[config.mk]
export PLATFORM = sky130hd
export DESIGN_NAME = ekv_links
export DESIGN_NICKNAME = d
export VERILOG_FILES = /design/src/ekv_pkg.sv /design/src/ekv_links.sv
export SDC_FILE = /design/constraint.sdc
export NUM_CORES = 1
export LEC_CHECK = 0
export BUFFER_PORTS_ARGS = -buffer_cell sky130_fd_sc_hd__buf_2
export CAP_MARGIN = 5
export CORE_MARGIN = 4
export CORE_UTILIZATION = 30
export DETAILED_ROUTE_END_ITERATION = 8
export SLEW_MARGIN = 40
export SYNTH_ARGS = -nofsm -noshare
export SYNTH_HDL_FRONTEND = slang
export SYNTH_SLANG_ARGS = --single-unit
export TNS_END_PERCENT = 1
[constraint.sdc]
create_clock -name clk -period 6.9 [get_ports clk]
set_input_delay 1.035 -clock clk [delete_from_list [all_inputs] [get_ports clk]]
set_output_delay 1.035 -clock clk [all_outputs]
set_load 0.02 [all_outputs]
[src/ekv_pkg.sv]
// Shared codes and control structs for the expiring key-value cache.
// No dependencies.
package ekv_pkg;

    localparam logic [1:0] OP_GET   = 2'd0;
    localparam logic [1:0] OP_PUT   = 2'd1;
    localparam logic [1:0] OP_ERASE = 2'd2;

    localparam logic [2:0] ST_MISS     = 3'd0;
    localparam logic [2:0] ST_HIT      = 3'd1;
    localparam logic [2:0] ST_INSERTED = 3'd2;
    localparam logic [2:0] ST_UPDATED  = 3'd3;
    localparam logic [2:0] ST_FULL     = 3'd4;

    typedef struct packed {
        logic done;
        logic found;
    } scan_status_t;

    typedef struct packed {
        logic scan_start;
        logic rd_en;
        logic wr_en;
        logic set_valid;
        logic clr_valid;
    } store_ctl_t;

    typedef struct packed {
        logic start;
        logic unlink;
        logic append;
    } link_cmd_t;

endpackage

[src/ekv_links.sv]
// Order list: next/prev link memories with oldest, newest and entry count.
// Depends on ekv_pkg.
module ekv_links #(
    parameter int ENTRIES = 64,
    parameter int IDX_W   = 6,
    parameter int CNT_W   = 7
) (
    input  logic                clk,
    input  logic                rst_n,
    input  ekv_pkg::link_cmd_t  cmd,
    input  logic [IDX_W-1:0]    slot,
    output logic [IDX_W-1:0]    oldest,
    output logic [CNT_W-1:0]    count,
    output logic                done
);

    typedef enum logic [3:0] {
        L_IDLE   = 4'b0001,
        L_READ   = 4'b0010,
        L_UNLINK = 4'b0100,
        L_APPEND = 4'b1000
    } lstate_t;

    logic [IDX_W-1:0] next_mem [ENTRIES];
    logic [IDX_W-1:0] prev_mem [ENTRIES];

    lstate_t          state_reg;
    logic [IDX_W-1:0] slot_reg;
    logic             app_reg;
    logic [IDX_W-1:0] head_reg;
    logic [IDX_W-1:0] tail_reg;
    logic [CNT_W-1:0] count_reg;
    logic [IDX_W-1:0] nx_reg;
    logic [IDX_W-1:0] pv_reg;

    logic             nwe;
    logic [IDX_W-1:0] nwa;
    logic [IDX_W-1:0] nwd;
    logic             pwe;
    logic [IDX_W-1:0] pwa;
    logic [IDX_W-1:0] pwd;
    logic             multi;

    assign multi = count_reg > CNT_W'(1);

    always_comb
    begin
        nwe = 1'b0;
        nwa = pv_reg;
        nwd = nx_reg;
        pwe = 1'b0;
        pwa = nx_reg;
        pwd = pv_reg;
        if (state_reg == L_UNLINK && multi)
        begin
            nwe = slot_reg != head_reg;
            pwe = slot_reg != tail_reg;
        end
        else if (state_reg == L_APPEND && count_reg != '0)
        begin
            nwe = 1'b1;
            nwa = tail_reg;
            nwd = slot_reg;
            pwe = 1'b1;
            pwa = slot_reg;
            pwd = tail_reg;
        end
    end

    always_ff @(posedge clk)
    begin
        if (state_reg == L_READ)
        begin
            nx_reg <= next_mem[slot_reg];
            pv_reg <= prev_mem[slot_reg];
        end
        if (nwe)
            next_mem[nwa] <= nwd;
        if (pwe)
            prev_mem[pwa] <= pwd;
    end

    always_ff @(posedge clk or negedge rst_n)
    begin
        if (!rst_n)
        begin
            state_reg <= L_IDLE;
            slot_reg  <= '0;
            app_reg   <= 1'b0;
            head_reg  <= '0;
            tail_reg  <= '0;
            count_reg <= '0;
        end
        else
        begin
            unique case (state_reg)
                L_IDLE:
                begin
                    if (cmd.start)
                    begin
                        slot_reg  <= slot;
                        app_reg   <= cmd.append;
                        state_reg <= cmd.unlink ? L_READ : L_APPEND;
                    end
                end
                L_READ:
                begin
                    state_reg <= L_UNLINK;
                end
                L_UNLINK:
                begin
                    if (!multi)
                    begin
                        head_reg <= '0;
                        tail_reg <= '0;
                    end
                    else
                    begin
                        if (slot_reg == head_reg)
                            head_reg <= nx_reg;
                        if (slot_reg == tail_reg)
                            tail_reg <= pv_reg;
                    end
                    if (count_reg != '0)
                        count_reg <= count_reg - 1'b1;
                    state_reg <= app_reg ? L_APPEND : L_IDLE;
                end
                L_APPEND:
                begin
                    if (count_reg == '0)
                        head_reg <= slot_reg;
                    tail_reg  <= slot_reg;
                    count_reg <= count_reg + 1'b1;
                    state_reg <= L_IDLE;
                end
                default:
                begin
                    state_reg <= L_IDLE;
                end
            endcase
        end
    end

    assign oldest = head_reg;
    assign count  = count_reg;
    assign done   = (state_reg == L_UNLINK && !app_reg) || state_reg == L_APPEND;

endmodule

==> impl_metrics.ini <==
[hold_path]
holdCritPathClass = in -> async

[setup_path]
crit_end = prev_mem[63][4]$_DFFE_PP_
r2r_slack_ps = 2860
critical-path-slowest-cell = nor2_1
arrival_ps = 4300
cp-start-kind = register
endpoint_kind = register
max_stage_delay_ps = 580
reg2reg_depth = 8
crit_chain = or3_1 -> o31ai_4 -> buf_4 -> mux2i_1 -> inv_2 -> buf_4 -> nand2_1 -> nor2_1
crit_start = count[3]$_DFFE_PN0P_
cp_data_required_time_ps = 7160
cpMostUsedCell = buf_4
path_class = reg -> reg
path_max_fanout = 67
r2r_start = count[3]$_DFFE_PN0P_
r2r_end = prev_mem[63][4]$_DFFE_PP_

[timing]
slew_headroom_pct = 40.4
fin_ws_ps = 2860
finalClockSkew_ps = 22.3
finalMaxSlewViolations = 0
worst_pin_slew_ps = 894
hold_viol = 0
rsz0062_at_grt = no
fin_setup_tns_ps = 0
period_share_pct = 58.6
fin_crit_ps = 4040
fmax_ghz = 0.247
finalSetupViolCount = 0

[synthesis]
syn_nets = 1671
synth_area_mm2 = 0.0325
postSynthCellCount = 1657
ys.flop_type = edfxtp_1
synth_seq_cells = 810
synth-edff-count = 780
avgSynthCellArea_um2 = 19.6
ys_async_sr_fraction_pct = 3.70
synth.distinct_cells = 62
yosysSeqAreaShare_pct = 74.4
synth_warnings = 0

[die]
die_area_mm2 = 0.114
io_pins = 25
die_h_um = 337
start_util_pct = 30.3
rows = 120
core_area_mm2 = 0.107
fp.dieW_um = 337

[drt]
num_vias = 16500
routed_wl_mm = 79.5
ant_nets = 0
post_drt_via_cell_ratio = 5.21
drcViolationCount = 0
routedWlPerCell_um = 25.1
drt_pre_antenna_iters = 5
first_iter_violations = 1872

[layout]
nNetsFinal = 1721
diodes = 0
drive_gt1_share_pct = 25.3
area_growth_pct = 14.0
layout_common_cells = 780 x edfxtp_1, 191 x mux4_2, 156 x nor2_1
layout.cells.most_common = edfxtp_1

[flow_run]
cap_violations = 0

[power_and_ir_drop]
peakVddDrop_v = 0.000276
cellPowerDensity_mw_per_mm2 = 379
p_leak_nw = 11.5

[global_route]
antenna_found_initial = 1
grt_pass1_vias = 16800
grt_pass1_wl_mm = 118
grt_overflow = 0
grt_use_total_pct = 14.0
grt_max_degree = 106

[placed_design]
hpwl_mm = 49.0
place.gp.congestion = 0.804
place_ws_ps = 2830
portBuffers = 24

[clock_tree]
root_buffer = clkbuf_16
htree_levels = 3
clk_pin_slew_ps = 60
clock-sinks = 810
hold_buffers = 0
postCtsSetupBuffers = 0
clockBufferDepth = 3
post_cts_resized = 0
insertion_delay_ps = 630
numCtsBuffers = 79
cts_tree = yes

[run_status]
outcome = finished clean
-- report_power, final --
part	switching, W	internal, W	total [W]
logic	0.00219	0.00157	0.00376
registers	0.000277	0.00563	0.00591
clock network	0.00181	0.00256	0.00437
total	0.00428	0.00976	0.0140
-- cell usage after synthesis (5+ instances only) --
cell,n,area (um^2)
mux4_2,191,4300
nor2_1,156,586
a22o_1,20,175
nor2b_1,17,106
buf_1,8,30.0
o31ai_1,5,37.5
nand4_1,5,31.3
a211oi_1,8,60.1
dfrtp_1,29,726
buf_2,33,165
xor2_1,16,140
o221ai_1,12,105
a22oi_1,13,97.6
mux2_2,26,293
mux2i_1,31,310
nand3_1,7,35.0
or2_2,5,31.3
o22ai_1,27,169
o21ai_2,12,105
edfxtp_1,780,23400
a221oi_1,9,78.8
o32ai_1,6,52.6
inv_1,5,18.8
nor3_1,12,60.1
a31oi_1,7,43.8
a21oi_1,21,105
nand2_1,58,218
and2_1,7,43.8
o21ai_0,16,80.1
nand2b_1,17,106
clkbuf_1,42,158
-- metrics by stage --
step	hold slack (ps)	utilization, %	instance area (um^2)	total power (W)	cells
global route	360	34.5	37000	0.0146	3173
global placement	455	32.0	34300	0.00972	3027
floorplan	436	-	32500	0.00852	1657
CTS	461	34.5	37000	0.0141	3172
finish	339	34.5	37000	0.0140	3173
detailed placement	476	32.0	34300	0.00979	3028
-- how the worst min path moves through the flow --
stage / startpoint / to / slack [ps] / depth (start not counted)
6_report: rst_n / slot_reg[2]$_DFFE_PN0P_ / 340 / 1
5_1_grt: rst_n / slot_reg[2]$_DFFE_PN0P_ / 360 / 1
4_1_cts: rst_n / slot_reg[5]$_DFFE_PN0P_ / 460 / 1
3_5_place_dp: app_reg$_DFFE_PN0P_ / state_reg[0]$_DFFE_PN1P_ / 480 / 1
3_3_place_gp: app_reg$_DFFE_PN0P_ / state_reg[0]$_DFFE_PN1P_ / 460 / 1
2_1_floorplan: app_reg$_DFFE_PN0P_ / state_reg[0]$_DFFE_PN1P_ / 440 / 1
-- logic make-up (layout without fill, tap and decap cells) --
| logic type | after synthesis | after routing | synth area share [%] |
|---|---|---|---|
| adders and majority gates | 3 | 3 | 0.116 |
| buffers and inverters | 94 | 207 | 1.29 |
| AOI/OAI and AO/OA | 178 | 178 | 4.20 |
| muxes | 248 | 248 | 15.1 |
| DFF | 810 | 810 | 74.4 |
| xor gates and xnor gates | 18 | 18 | 0.485 |
| and+or+nand+nor | 306 | 306 | 4.37 |
-- final cells by class --
cell class	count	area, um^2
Fill cell	9938	70200
Sequential cell	810	24200
Multi-Input combinational cell	753	8000
Clock buffer	89	2100
Tap cell	1403	1760
Clock inverter	55	523
Timing Repair Buffer	56	424
Inverter	7	26.3
-- worst max-delay path: cells and delay by family (launching register included) --
family | cells | cell delay (ps)
compound gates | 1 | 250
buf+inv | 3 | 1070
flops | 1 | 460
mux | 1 | 290
simple gates | 3 | 1560
-- metal layers --
| metal | vias up | global-route usage (%) | wire, um |
|---|---|---|---|
| li1 | 6912 | - | - |
| met1 | 8806 | 19.3 | 33000 |
| met2 | 694 | 22.5 | 38500 |
| met3 | 105 | 2.64 | 6180 |
| met4 | 0 | 4.06 | 1840 |
| met5 | - | 0 | 0 |
(Power assumes the default switching activity.)
